==> src/sv/kwc_pkg.sv <==
// Kaiser window coefficient unit: shared package.
// Field widths, sequencing constants, controller/datapath command and status types,
// and the reciprocal table for the series ratio. No dependencies.
package kwc_pkg;

  localparam int LEN_W   = 13;
  localparam int BETA_W  = 16;
  localparam int IDX_W   = 12;
  localparam int COEF_W  = 16;
  localparam int CNT_W   = 6;

  localparam int MAX_LENGTH   = 4096;
  localparam int SERIES_TERMS = 40;
  localparam int SQ_STEPS     = 27;
  localparam int DV_STEPS     = 32;
  localparam int RT_STEPS     = 15;

  localparam logic [15:0] ONE_Q15 = 16'd32768;
  localparam logic [63:0] ONE_Q16 = 64'd65536;

  localparam logic [32:0] TWO32 = 33'h1_0000_0000;

  // floor(2^32 / k^2), k = 0..63 (k = 0 unused)
  localparam logic [32:0] RECIP_TBL [64] = '{
    33'd0,          TWO32/(1*1),    TWO32/(2*2),    TWO32/(3*3),
    TWO32/(4*4),    TWO32/(5*5),    TWO32/(6*6),    TWO32/(7*7),
    TWO32/(8*8),    TWO32/(9*9),    TWO32/(10*10),  TWO32/(11*11),
    TWO32/(12*12),  TWO32/(13*13),  TWO32/(14*14),  TWO32/(15*15),
    TWO32/(16*16),  TWO32/(17*17),  TWO32/(18*18),  TWO32/(19*19),
    TWO32/(20*20),  TWO32/(21*21),  TWO32/(22*22),  TWO32/(23*23),
    TWO32/(24*24),  TWO32/(25*25),  TWO32/(26*26),  TWO32/(27*27),
    TWO32/(28*28),  TWO32/(29*29),  TWO32/(30*30),  TWO32/(31*31),
    TWO32/(32*32),  TWO32/(33*33),  TWO32/(34*34),  TWO32/(35*35),
    TWO32/(36*36),  TWO32/(37*37),  TWO32/(38*38),  TWO32/(39*39),
    TWO32/(40*40),  TWO32/(41*41),  TWO32/(42*42),  TWO32/(43*43),
    TWO32/(44*44),  TWO32/(45*45),  TWO32/(46*46),  TWO32/(47*47),
    TWO32/(48*48),  TWO32/(49*49),  TWO32/(50*50),  TWO32/(51*51),
    TWO32/(52*52),  TWO32/(53*53),  TWO32/(54*54),  TWO32/(55*55),
    TWO32/(56*56),  TWO32/(57*57),  TWO32/(58*58),  TWO32/(59*59),
    TWO32/(60*60),  TWO32/(61*61),  TWO32/(62*62),  TWO32/(63*63)
  };

  typedef enum logic [4:0] {
    OP_IDLE,
    OP_LOAD,
    OP_SQ_INIT,
    OP_SQ_STEP,
    OP_BS_MUL,
    OP_DV_INIT,
    OP_DV_STEP,
    OP_HSQ_MUL,
    OP_SER_INIT,
    OP_T_REC,
    OP_T_CHK,
    OP_T_FIX,
    OP_T_HI,
    OP_T_LO,
    OP_T_L16,
    OP_T_SUM,
    OP_T_ACC,
    OP_RT_INIT,
    OP_RT_STEP,
    OP_RT_RND,
    OP_OUT
  } op_t;

  typedef struct packed {
    op_t              op;
    logic [CNT_W-1:0] k;
    logic             pass;   // 0: numerator series, 1: denominator series
  } cmd_t;

  typedef struct packed {
    logic special;    // out of range or length one
    logic term_zero;
  } stat_t;

endpackage

==> src/sv/kaiser_window_coefficient_unit.sv <==
// Kaiser window coefficient unit: top level.
// Holds the APB configuration registers and joins kwc_ctrl with kwc_dpath.
// Depends on kwc_pkg, kwc_ctrl, kwc_dpath.
//
// Usage: write window_length at byte address 0 and beta_q11 (Q5.11) at address 4
// through the APB port (pready is always high), only while the unit is idle.
// Each word on the in_ channel carries a sample index; each word on the out_
// channel carries its Q1.15 coefficient and an out-of-range flag. One word is in
// flight at a time; in_ready is high only while the unit is idle.
// An index out of range or a length of one goes straight to the output. Otherwise the
// word runs 27 square-root steps, 32 divide steps, two series of up to 40 terms
// each through the shared multiplier, and a ratio of 15 steps.
// Reset: length 64, beta 8.0, no word held. A stalled receiver holds the
// finished word in the output register; the next index is still accepted and
// computed, and waits for the output register to free.
module kaiser_window_coefficient_unit import kwc_pkg::*; (
  input  logic              clk,
  input  logic              rst_n,
  input  logic              in_valid,
  output logic              in_ready,
  input  logic [IDX_W-1:0]  in_sample_index,
  output logic              out_valid,
  input  logic              out_ready,
  output logic [COEF_W-1:0] out_coefficient,
  output logic              out_index_out_of_range,
  input  logic              psel,
  input  logic              penable,
  input  logic              pwrite,
  input  logic [2:0]        paddr,
  input  logic [31:0]       pwdata,
  output logic [31:0]       prdata,
  output logic              pready
);

  logic [LEN_W-1:0]  len_r;
  logic [BETA_W-1:0] beta_r;
  cmd_t              cmd;
  stat_t             stat;

  assign pready = 1'b1;
  assign prdata = paddr[2] ? 32'(beta_r) : 32'(len_r);

  always_ff @(posedge clk) begin
    if (!rst_n) begin
      len_r  <= LEN_W'(64);
      beta_r <= BETA_W'(16384);
    end else if (psel && penable && pwrite) begin
      if (paddr[2]) beta_r <= pwdata[BETA_W-1:0];
      else          len_r  <= pwdata[LEN_W-1:0];
    end
  end

  kwc_ctrl u_ctrl (
    .clk       (clk),
    .rst_n     (rst_n),
    .in_valid  (in_valid),
    .in_ready  (in_ready),
    .out_valid (out_valid),
    .out_ready (out_ready),
    .stat      (stat),
    .cmd       (cmd)
  );

  kwc_dpath u_dpath (
    .clk                    (clk),
    .cmd                    (cmd),
    .in_sample_index        (in_sample_index),
    .window_length          (len_r),
    .beta_q11               (beta_r),
    .stat                   (stat),
    .out_coefficient        (out_coefficient),
    .out_index_out_of_range (out_index_out_of_range)
  );

endmodule

==> src/sv/kwc_ctrl.sv <==
// Kaiser window coefficient unit: sequencing controller.
// Runs sqrt, divide, two Bessel series and the final ratio; owns both handshakes.
// Depends on kwc_pkg.
module kwc_ctrl import kwc_pkg::*; (
  input  logic  clk,
  input  logic  rst_n,
  input  logic  in_valid,
  output logic  in_ready,
  output logic  out_valid,
  input  logic  out_ready,
  input  stat_t stat,
  output cmd_t  cmd
);

  typedef enum logic [4:0] {
    S_IDLE, S_CHECK, S_SQ_INIT, S_SQ_STEP, S_BS, S_DV_INIT, S_DV_STEP,
    S_HSQ, S_SER_INIT, S_T_REC, S_T_CHK, S_T_FIX, S_T_HI, S_T_LO, S_T_L16,
    S_T_SUM, S_T_ACC, S_RT_INIT, S_RT_STEP, S_RT_RND, S_FINISH
  } state_t;

  state_t           state_r, state_nxt;
  logic [CNT_W-1:0] cnt_r, cnt_nxt;
  logic             pass_r, pass_nxt;
  logic             out_valid_r, out_valid_nxt;
  logic             slot_free;

  assign in_ready  = (state_r == S_IDLE);
  assign out_valid = out_valid_r;
  assign slot_free = !out_valid_r || out_ready;

  always_comb begin
    state_nxt     = state_r;
    cnt_nxt       = cnt_r;
    pass_nxt      = pass_r;
    out_valid_nxt = out_valid_r && !out_ready;
    cmd.op        = OP_IDLE;
    cmd.k         = cnt_r;
    cmd.pass      = pass_r;
    unique case (state_r)
      S_IDLE: begin
        if (in_valid) begin
          cmd.op    = OP_LOAD;
          state_nxt = S_CHECK;
        end
      end
      S_CHECK: begin
        pass_nxt  = 1'b0;
        state_nxt = stat.special ? S_FINISH : S_SQ_INIT;
      end
      S_SQ_INIT: begin
        cmd.op    = OP_SQ_INIT;
        cnt_nxt   = '0;
        state_nxt = S_SQ_STEP;
      end
      S_SQ_STEP: begin
        cmd.op  = OP_SQ_STEP;
        cnt_nxt = cnt_r + 1'b1;
        if (cnt_r == CNT_W'(SQ_STEPS - 1)) state_nxt = S_BS;
      end
      S_BS: begin
        cmd.op    = OP_BS_MUL;
        state_nxt = S_DV_INIT;
      end
      S_DV_INIT: begin
        cmd.op    = OP_DV_INIT;
        cnt_nxt   = '0;
        state_nxt = S_DV_STEP;
      end
      S_DV_STEP: begin
        cmd.op  = OP_DV_STEP;
        cnt_nxt = cnt_r + 1'b1;
        if (cnt_r == CNT_W'(DV_STEPS - 1)) state_nxt = S_HSQ;
      end
      S_HSQ: begin
        cmd.op    = OP_HSQ_MUL;
        state_nxt = S_SER_INIT;
      end
      S_SER_INIT: begin
        cmd.op    = OP_SER_INIT;
        cnt_nxt   = CNT_W'(1);
        state_nxt = S_T_REC;
      end
      S_T_REC: begin cmd.op = OP_T_REC; state_nxt = S_T_CHK; end
      S_T_CHK: begin cmd.op = OP_T_CHK; state_nxt = S_T_FIX; end
      S_T_FIX: begin cmd.op = OP_T_FIX; state_nxt = S_T_HI;  end
      S_T_HI:  begin cmd.op = OP_T_HI;  state_nxt = S_T_LO;  end
      S_T_LO:  begin cmd.op = OP_T_LO;  state_nxt = S_T_L16; end
      S_T_L16: begin cmd.op = OP_T_L16; state_nxt = S_T_SUM; end
      S_T_SUM: begin cmd.op = OP_T_SUM; state_nxt = S_T_ACC; end
      S_T_ACC: begin
        cmd.op = OP_T_ACC;
        if (stat.term_zero || cnt_r == CNT_W'(SERIES_TERMS)) begin
          if (!pass_r) begin
            pass_nxt  = 1'b1;
            state_nxt = S_HSQ;
          end else begin
            state_nxt = S_RT_INIT;
          end
        end else begin
          cnt_nxt   = cnt_r + 1'b1;
          state_nxt = S_T_REC;
        end
      end
      S_RT_INIT: begin
        cmd.op    = OP_RT_INIT;
        cnt_nxt   = '0;
        state_nxt = S_RT_STEP;
      end
      S_RT_STEP: begin
        cmd.op  = OP_RT_STEP;
        cnt_nxt = cnt_r + 1'b1;
        if (cnt_r == CNT_W'(RT_STEPS - 1)) state_nxt = S_RT_RND;
      end
      S_RT_RND: begin
        cmd.op    = OP_RT_RND;
        state_nxt = S_FINISH;
      end
      S_FINISH: begin
        if (slot_free) begin
          cmd.op        = OP_OUT;
          out_valid_nxt = 1'b1;
          state_nxt     = S_IDLE;
        end
      end
      default: state_nxt = S_IDLE;
    endcase
  end

  always_ff @(posedge clk) begin
    if (!rst_n) begin
      state_r     <= S_IDLE;
      cnt_r       <= '0;
      pass_r      <= 1'b0;
      out_valid_r <= 1'b0;
    end else begin
      state_r     <= state_nxt;
      cnt_r       <= cnt_nxt;
      pass_r      <= pass_nxt;
      out_valid_r <= out_valid_nxt;
    end
  end

endmodule

==> src/sv/kwc_dpath.sv <==
// Kaiser window coefficient unit: datapath.
// Bit-pair square root, restoring divider, shared 33x24 multiplier for the series,
// ratio divider and output register. Depends on kwc_pkg.
module kwc_dpath import kwc_pkg::*; (
  input  logic               clk,
  input  cmd_t               cmd,
  input  logic [IDX_W-1:0]   in_sample_index,
  input  logic [LEN_W-1:0]   window_length,
  input  logic [BETA_W-1:0]  beta_q11,
  output stat_t              stat,
  output logic [COEF_W-1:0]  out_coefficient,
  output logic               out_index_out_of_range
);

  // load stage
  logic [LEN_W-1:0] len_sat, d13, two_i, m13, dm, dp;
  logic [11:0]      d_r;
  logic [23:0]      rad_r;
  logic             oor_r, one_r;

  // sqrt
  logic [53:0] sq_op_r;
  logic [27:0] sq_rem_r;
  logic [26:0] sq_root_r;
  logic [29:0] sq_t;
  logic [28:0] sq_trial;
  logic        sq_ge;

  // divide
  logic [31:0] dv_n_r;
  logic [11:0] dv_rem_r;
  logic [19:0] dv_q_r;
  logic [12:0] dv_t;
  logic        dv_ge;

  // series
  logic [32:0] mul_a;
  logic [23:0] mul_b;
  logic [56:0] prod_r;
  logic [23:0] x_r, r2_r, q0;
  logic [11:0] k2_r;
  logic [63:0] term_r, sum_r, num_r, acc_r;
  logic [19:0] h_sel;

  // ratio
  logic [64:0] rt_rem_r, rt_sh;
  logic [15:0] rt_q_r;
  logic        rt_ge_r;
  logic [15:0] coef_r;
  logic        flag_r;

  assign len_sat = (window_length > LEN_W'(MAX_LENGTH)) ? LEN_W'(MAX_LENGTH) : window_length;
  assign d13     = len_sat - LEN_W'(1);
  assign two_i   = {in_sample_index, 1'b0};
  assign m13     = (two_i >= d13) ? (two_i - d13) : (d13 - two_i);
  assign dm      = d13 - m13;
  assign dp      = d13 + m13;

  assign sq_t     = {sq_rem_r, sq_op_r[53:52]};
  assign sq_trial = {sq_root_r, 2'b01};
  assign sq_ge    = (sq_t >= {1'b0, sq_trial});

  assign dv_t  = {dv_rem_r, dv_n_r[31]};
  assign dv_ge = (dv_t >= {1'b0, d_r});

  assign h_sel = cmd.pass ? {beta_q11, 4'b0000} : dv_q_r;
  assign q0    = prod_r[55:32];
  assign rt_sh = {rt_rem_r[63:0], 1'b0};

  always_comb begin
    mul_a = '0;
    mul_b = '0;
    unique case (cmd.op)
      OP_BS_MUL:  begin mul_a = 33'(sq_root_r); mul_b = 24'(beta_q11); end
      OP_HSQ_MUL: begin mul_a = 33'(h_sel);     mul_b = 24'(h_sel);    end
      OP_T_REC:   begin mul_a = RECIP_TBL[cmd.k]; mul_b = x_r;         end
      OP_T_CHK:   begin mul_a = 33'(q0);        mul_b = 24'(k2_r);     end
      OP_T_HI:    begin mul_a = 33'(term_r[63:40]); mul_b = r2_r;      end
      OP_T_LO:    begin mul_a = 33'(term_r[39:16]); mul_b = r2_r;      end
      OP_T_L16:   begin mul_a = 33'(term_r[15:0]);  mul_b = r2_r;      end
      default:    begin mul_a = '0; mul_b = '0; end
    endcase
  end

  always_ff @(posedge clk) begin
    prod_r <= mul_a * mul_b;
    unique case (cmd.op)
      OP_LOAD: begin
        d_r   <= d13[11:0];
        rad_r <= 24'(dm) * 24'(dp);
        oor_r <= ({1'b0, in_sample_index} >= len_sat);
        one_r <= (len_sat == LEN_W'(1));
      end
      OP_SQ_INIT: begin
        sq_op_r   <= {rad_r, 30'b0};
        sq_rem_r  <= '0;
        sq_root_r <= '0;
      end
      OP_SQ_STEP: begin
        sq_op_r <= {sq_op_r[51:0], 2'b00};
        if (sq_ge) begin
          sq_rem_r  <= 28'(sq_t - {1'b0, sq_trial});
          sq_root_r <= {sq_root_r[25:0], 1'b1};
        end else begin
          sq_rem_r  <= sq_t[27:0];
          sq_root_r <= {sq_root_r[25:0], 1'b0};
        end
      end
      OP_DV_INIT: begin
        dv_n_r   <= prod_r[42:11];
        dv_rem_r <= '0;
        dv_q_r   <= '0;
      end
      OP_DV_STEP: begin
        dv_n_r   <= {dv_n_r[30:0], 1'b0};
        dv_rem_r <= dv_ge ? 12'(dv_t - {1'b0, d_r}) : dv_t[11:0];
        dv_q_r   <= {dv_q_r[18:0], dv_ge};
      end
      OP_HSQ_MUL: begin
        if (cmd.pass) num_r <= sum_r;
      end
      OP_SER_INIT: begin
        x_r    <= prod_r[39:16];
        sum_r  <= ONE_Q16;
        term_r <= ONE_Q16;
        k2_r   <= 12'd1;
      end
      OP_T_CHK: r2_r <= q0;
      OP_T_FIX: begin
        // reciprocal estimate is at most one low
        if ((x_r - prod_r[23:0]) >= 24'(k2_r)) r2_r <= r2_r + 24'd1;
      end
      OP_T_LO:  acc_r <= {prod_r[39:0], 24'b0};
      OP_T_L16: acc_r <= acc_r + 64'(prod_r);
      OP_T_SUM: term_r <= acc_r + 64'(prod_r[56:16]);
      OP_T_ACC: begin
        if (term_r != '0) sum_r <= sum_r + term_r;
        k2_r <= k2_r + 12'({cmd.k, 1'b1});
      end
      OP_RT_INIT: begin
        rt_rem_r <= {1'b0, num_r};
        rt_q_r   <= '0;
        rt_ge_r  <= (num_r >= sum_r);
      end
      OP_RT_STEP: begin
        if (rt_sh >= {1'b0, sum_r}) begin
          rt_rem_r <= rt_sh - {1'b0, sum_r};
          rt_q_r   <= {rt_q_r[14:0], 1'b1};
        end else begin
          rt_rem_r <= rt_sh;
          rt_q_r   <= {rt_q_r[14:0], 1'b0};
        end
      end
      OP_RT_RND: begin
        if (rt_ge_r)                        rt_q_r <= ONE_Q15;
        else if (rt_sh >= {1'b0, sum_r})    rt_q_r <= rt_q_r + 16'd1;
      end
      OP_OUT: begin
        flag_r <= oor_r;
        if (oor_r)      coef_r <= '0;
        else if (one_r) coef_r <= ONE_Q15;
        else            coef_r <= rt_q_r;
      end
      default: ;
    endcase
  end

  assign stat.special          = oor_r || one_r;
  assign stat.term_zero        = (term_r == '0);
  assign out_coefficient       = coef_r;
  assign out_index_out_of_range = flag_r;

endmodule

==> config.mk <==
export PLATFORM = sky130hd
export DESIGN_NAME = kaiser_window_coefficient_unit
export DESIGN_NICKNAME = d
export VERILOG_FILES = /design/src/sv/kwc_pkg.sv /design/src/sv/kaiser_window_coefficient_unit.sv /design/src/sv/kwc_ctrl.sv /design/src/sv/kwc_dpath.sv
export SDC_FILE = /design/constraint.sdc
export NUM_CORES = 2
export LEC_CHECK = 0
export CORE_ASPECT_RATIO = 0.7
export CORE_MARGIN = 2
export CORE_UTILIZATION = 35
export DETAILED_ROUTE_END_ITERATION = 8
export DONT_BUFFER_PORTS = 1
export PLACE_DENSITY = 0.53
export SLEW_MARGIN = 30
export SYNTH_ARGS = -nofsm -noshare
export SYNTH_HDL_FRONTEND = slang
export SYNTH_HIERARCHICAL = 1
export SYNTH_SLANG_ARGS = --single-unit
export TNS_END_PERCENT = 100
==> constraint.sdc <==
create_clock -name clk -period 13.3 [get_ports clk]
set_input_delay 1.995 -clock clk [delete_from_list [all_inputs] [get_ports clk]]
set_output_delay 1.995 -clock clk [all_outputs]
set_load 0.03 [all_outputs]
After elaboration in Yosys (flattened, before gate mapping):

Memory sizes are Yosys's and may differ from the RTL's.
Index checks and enable logic that the tools add are counted.

* flip-flop bits (word level): 724
* logic and storage cells: 198
* bits in read-only memories: 2112
* memories kept: 1

Memories
* (name not given): words 64, width 33, read ports 1, clocked after Yosys merged registers in 0, wr ports 0, line kwc_dpath.sv:76 `OP_T_REC: begin mul_a = RECIP_TBL[cmd.k]; mul_b = x_r; end`

* eq/ne operators: 55
* $lt $le $gt $ge: 9
* multiplexer cells: 49
* bitwise operators: 2
* reductions and logical operators: 34
* $mul: 2
* add/subtract/negate cells: 16

Operator list (number)
* $pmux 64 s2: 4
* $pmux 33 s7: 1
* $mux 64: 2
* $pmux 24 s5: 1
* $pmux 54 s2: 1
* $pmux 5 s21: 1
* $pmux 5 s20: 1
* $eq 5x4->1 const B: 16
* $mux 33: 2
* $ge 65x64->1: 1
* $add 64x41->64: 1
* $add 64x57->64: 1
* $add 64x64->64: 1
* $ge 64x64->1: 1
* $logic_not 64->1: 1
* $mux 16: 4
* $pmux 32 s2: 1
* $reduce_bool 64->1: 1
* $sub 64x64->64: 1
* $mul 33x24->57: 1
* $pmux 28 s2: 1
* $pmux 27 s2: 1
* $eq 5x5->1 const B: 10
* $pmux 12 s2: 2
* 54 further kinds: 110

Longest topological paths before layout:

* word-level depth: 8
* mapped depth: 47

By module:

Netlist, hierarchy kept.

By module, submodules not included
* kwc_dpath: instances 1, cells an instance 8551, area each 76624.7 sq um, seq. area each 19008.2 sq um
* kaiser_window_coefficient_unit: instances 1, cells an instance 151, area each 1456.4 sq um, seq. area each 580.6 sq um
* kwc_ctrl: instances 1, cells an instance 151, area each 1147.4 sq um, seq. area each 260.2 sq um

Worst setup path before layout:

Ideal clock, no wire load.

* kind: input to register
* from: input out_ready
* to: register u_dpath.sq_rem_r[12], data pin
* setup slack: 846 ps
* required time: 13160 ps
* cell stages on the path: 9
* library setup time: 140 ps
* buffers on the path: 3
* arrival time: 12314 ps
* path through: nand2b_1 a21oi_1 nor3_1 clkbuf_1 nor4b_1 nand2_1 clkbuf_1 clkbuf_1 nor2_1

RTL lines
* start, declared: line kaiser_window_coefficient_unit.sv:23 `input logic out_ready,`
* end signal, assigned: line kwc_dpath.sv:102 `sq_rem_r <= 28'(sq_t - {1'b0, sq_trial});`
* end signal, assigned: line kwc_dpath.sv:105 `sq_rem_r <= sq_t[27:0];`
* end, declared: line kwc_dpath.sv:23 `logic [27:0] sq_rem_r;`

Worst setup path in the final report:

* from: register len_r[3]
* to: register u_dpath.rad_r[23], data pin

* longest elaborated chain between the ends: 7
* elaborated cells on any way between the ends: 10
* those cells by class: 5 x add/sub; 1 x mul; 2 x order compare; 2 x mux

RTL lines
* start, declared: line kaiser_window_coefficient_unit.sv:35 `logic [LEN_W-1:0] len_r;`
* start signal, assigned: line kaiser_window_coefficient_unit.sv:49 `else len_r <= pwdata[LEN_W-1:0];`
* $gt 13x13->1: line kwc_dpath.sv:52 `assign len_sat = (window_length > LEN_W'(MAX_LENGTH)) ? LEN_W'(MAX_LENGTH) : window_length;`
* $mux 13 *: line kwc_dpath.sv:52
* $sub 13x1->13 *: line kwc_dpath.sv:53 `assign d13 = len_sat - LEN_W'(1);`
* named net u_dpath.d13[11]: line kwc_dpath.sv:16 `logic [LEN_W-1:0] len_sat, d13, two_i, m13, dm, dp;`
* $sub 13x13->13 or $ge 13x13->1 (tied branches): line kwc_dpath.sv:55 `assign m13 = (two_i >= d13) ? (two_i - d13) : (d13 - two_i);`
* $mux 13: line kwc_dpath.sv:55
* $sub 13x13->13 or $add 13x13->13 (tied branches): line kwc_dpath.sv:56, kwc_dpath.sv:57
* $mul 13x13->24 *: line kwc_dpath.sv:90 `rad_r <= 24'(dm) * 24'(dp);`
* end signal, assigned: line kwc_dpath.sv:90
* end, declared: line kwc_dpath.sv:18 `logic [23:0] rad_r;`

Mark *: on every way through the listed nets, which the timed path passes. The rest lies on a longest branch.
A chain may end at the register's enable or synchronous reset.

==> flow_metrics.py <==
metrics = {
    "route": {
        "drtAntennaViolNets": 0,
        "dr.pass1.iters": 9,
        "dr_total_vias": 65670,
        "wl_mm": 282.3,
        "vias_per_cell": 5.537,
        "drtIter0Drc": 7117,
        "post_drt_wl_per_cell_um": 23.80,
        "drc_errors": 0,
    },
    "yosys": {
        "synth_area_leaders": "edfxtp_1, fa_1, ha_1, nand2_1, inv_1",
        "synth.distinct_cells": 101,
        "ys_ff_latch": 694,
        "netlist_instances": 8853,
        "synth_area_per_cell_um2": 8.949,
        "synthFlopType": "edfxtp_1",
        "synthArstFlopShare_pct": 0,
        "synth_common_cells": "nand2_1, inv_1, fa_1, ha_1, nor2_1",
        "synth_top_area_cell": "edfxtp_1",
        "yosys_warnings": 6,
        "synth_top_area_share_pct": 22.55,
        "synth.most_common_cell": "nand2_1",
        "ys_seq_area_share_pct": 25.05,
        "syn-cell-area_um2": 79230,
        "synth_edf_count": 595,
    },
    "clock_tree": {
        "post_cts_buffers": 0,
        "path_clk_slew_ps": 70,
        "ctsLongestPathBuffers": 3,
        "cts-resized-gates": 0,
        "hold_buffers": 0,
        "root_buffer": "clkbuf_16",
        "cts.sinks": 694,
        "numCtsBuffers": 74,
        "insertion_delay_ps": 680,
        "h-tree-depth": 3,
        "cts_tree": "done",
    },
    "critical_path": {
        "cp.arrival_ps": 12770,
        "path_class": "register to register",
        "start_kind": "register",
        "crit_path_max_fanout": 9,
        "path_buf_inv": 5,
        "cpMaxStageDelayCell": "xor2_1",
        "slowest_delay_ps": 660,
        "cpLargestDelayFamily": "adder cells",
        "end_kind": "register",
        "cpMostUsedCell": "fa_1",
        "crit_required_ps": 13680,
    },
    "floorplan": {
        "pin_count": 106,
        "initial_core_util_pct": 35.12,
        "die_area_um2": 230200,
        "die_w_um": 572.7,
        "core_area_um2": 225600,
        "std_cell_rows": 146,
        "die_h_um": 402.1,
    },
    "grt": {
        "antenna_found_initial": 12,
        "grt_start_max_net_pins": 105,
        "grt_pass1_wl_mm": 420.1,
        "grt_overflow": 0,
        "grt_pass1_vias": 63210,
        "track_usage_pct": 24.29,
    },
    "placement": {
        "portBuffers": 0,
        "placed_area_um2": 83320,
        "place_congestion": 0.9826,
        "post-dp-hpwl_mm": 225.0,
    },
    "timing": {
        "worst_pin_slew_ps": 1120,
        "clock_skew_ps": 42.39,
        "finalSetupViolCount": 0,
        "final.setup.tns_ps": 0,
        "rsz0062_at_grt": "false",
        "finalCriticalPeriod_ps": 12390,
        "finalCritPeriodShare_pct": 93.14,
        "slew_headroom_pct": 25.33,
        "final_max_slew_viol_count": 0,
        "max_freq_ghz": 0.08073,
        "hold_viol_final": 0,
    },
    "power_and_ir_drop": {
        "p_leak_nw": 36.93,
        "ir_drop_v": 0.001924,
        "powerDensity_nw_per_um2": 296.7,
    },
    "cells_and_area": {
        "syn_to_final_growth_pct": 8.503,
        "fillers": 22710,
        "final_cell_area_um2": 85960,
        "drive_gt1_share_pct": 5.044,
        "final_nets": 10290,
    },
    "flow_run": {
        "maxCapViolCount": 0,
    },
    "min_path": {
        "min_path_type": "register to register",
    },
    "outcome": {
        "status": "completed",
    },
}
-- cell usage in the layout (no fill, tap or decap), types with 109 or more instances in the layout --
master	netlist	layout
buf_4	21	190
fa_1	760	760
and2_1	119	119
a21oi_1	470	465
nor2_1	644	638
xor2_1	144	144
nor3_1	116	111
nand3_1	134	134
nor2b_1	109	109
mux2i_1	142	142
a21o_1	211	211
ha_1	714	714
o21ai_0	408	406
inv_1	1126	1125
nand2_1	1266	1261
xnor2_1	264	264
edfxtp_1	595	595
-- cell type report --
class	count	area, µm²	area share [%]
Clock buffer	86	1992	2.317
Tap cell	3034	3796	4.416
Clock inverter	50	614.3	0.7146
Multi-Input combinational cell	6659	53850	62.64
Sequential cell	694	19850	23.10
Antenna cell	4	10.01	0.01164
Inverter	1129	4238	4.930
Timing Repair Buffer	204	1612	1.875
-- flip-flops by register name, summed over array words and instances, names as in the netlist, 12 cells and up --
signal and cells:
beta_r 16, len_r 13, u_dpath/acc_r 64, u_dpath/d_r 12, u_dpath/dv_n_r 32, u_dpath/dv_q_r 20, u_dpath/dv_rem_r 12, u_dpath/k2_r 12
u_dpath/num_r 64, u_dpath/out_coefficient 16, u_dpath/prod_r 57, u_dpath/r2_r 24, u_dpath/rad_r 24, u_dpath/rt_q_r 16, u_dpath/rt_rem_r 64, u_dpath/sq_op_r 24
u_dpath/sq_rem_r 28, u_dpath/sq_root_r 27, u_dpath/sum_r 64, u_dpath/term_r 64, u_dpath/x_r 24
-- logic make-up (layout without fill, tap and decap cells) --
family                   count (synthesis)  count (layout)  synth area share [%]
other                                    4              43               0.01895
XOR/XNOR                               410             410                 4.559
buffers and inverters                 1535            1469                 7.457
AND/OR/NAND/NOR                       2815            2815                 16.05
AO/OA/AOI/OAI                         1760            1760                 14.31
adder cells (fa/ha/maj)               1474            1474                 30.48
multiplexers                           161             161                 2.070
flip-flops                             694             694                 25.05
-- power by group --
group / total [mW] / switching [mW] / internal [mW]
Sequential: 4.05 / 0.323 / 3.73
Combinational: 19.1 / 11.2 / 7.98
Clock: 2.31 / 1.00 / 1.31
Total: 25.5 / 12.5 / 13.0
-- worst reg2reg max path, delay by kind of cell, from the launching register on --
kind	cells	cell delay, ps
fa+ha+maj	8	3840
simple gates	13	3400
compound gates	12	2810
xor+xnor	3	960
buf+inv	5	450
flops	1	390
mux	1	310
-- metrics by stage --
step	power, mW	worst slack, ps	std cells	hold slack (ps)	utilization, %
after floorplan	19.28	846.4	8888	451.8	-
after global placement	23.12	878.6	11710	477.4	36.91
after detailed placement	23.34	798.4	11720	489.4	36.93
after CTS	25.79	995.2	11850	497.3	38.09
after global routing	28.25	108.5	11860	521.5	38.10
final	25.50	912.8	11860	489.4	38.10
-- per-layer routing --
metal | part of all wire [%] | track usage, %
met5 | 0.020 | 0
met4 | 1.7 | 3.850
met3 | 11 | 5.914
met2 | 38 | 31.79
met1 | 49 | 39.59
-- final timing paths --
path	start	end	slack (ps)	depth (start not counted)
max	len_r[3]	u_dpath/rad_r[23]	910	42
min reg2reg	u_dpath/dv_n_r[20]	u_dpath/dv_n_r[21]	490	2
max reg2reg	len_r[3]	u_dpath/rad_r[23]	910	42
min	u_dpath/dv_n_r[20]	u_dpath/dv_n_r[21]	490	2
No activity file was read; power rests on OpenSTA's default activity.
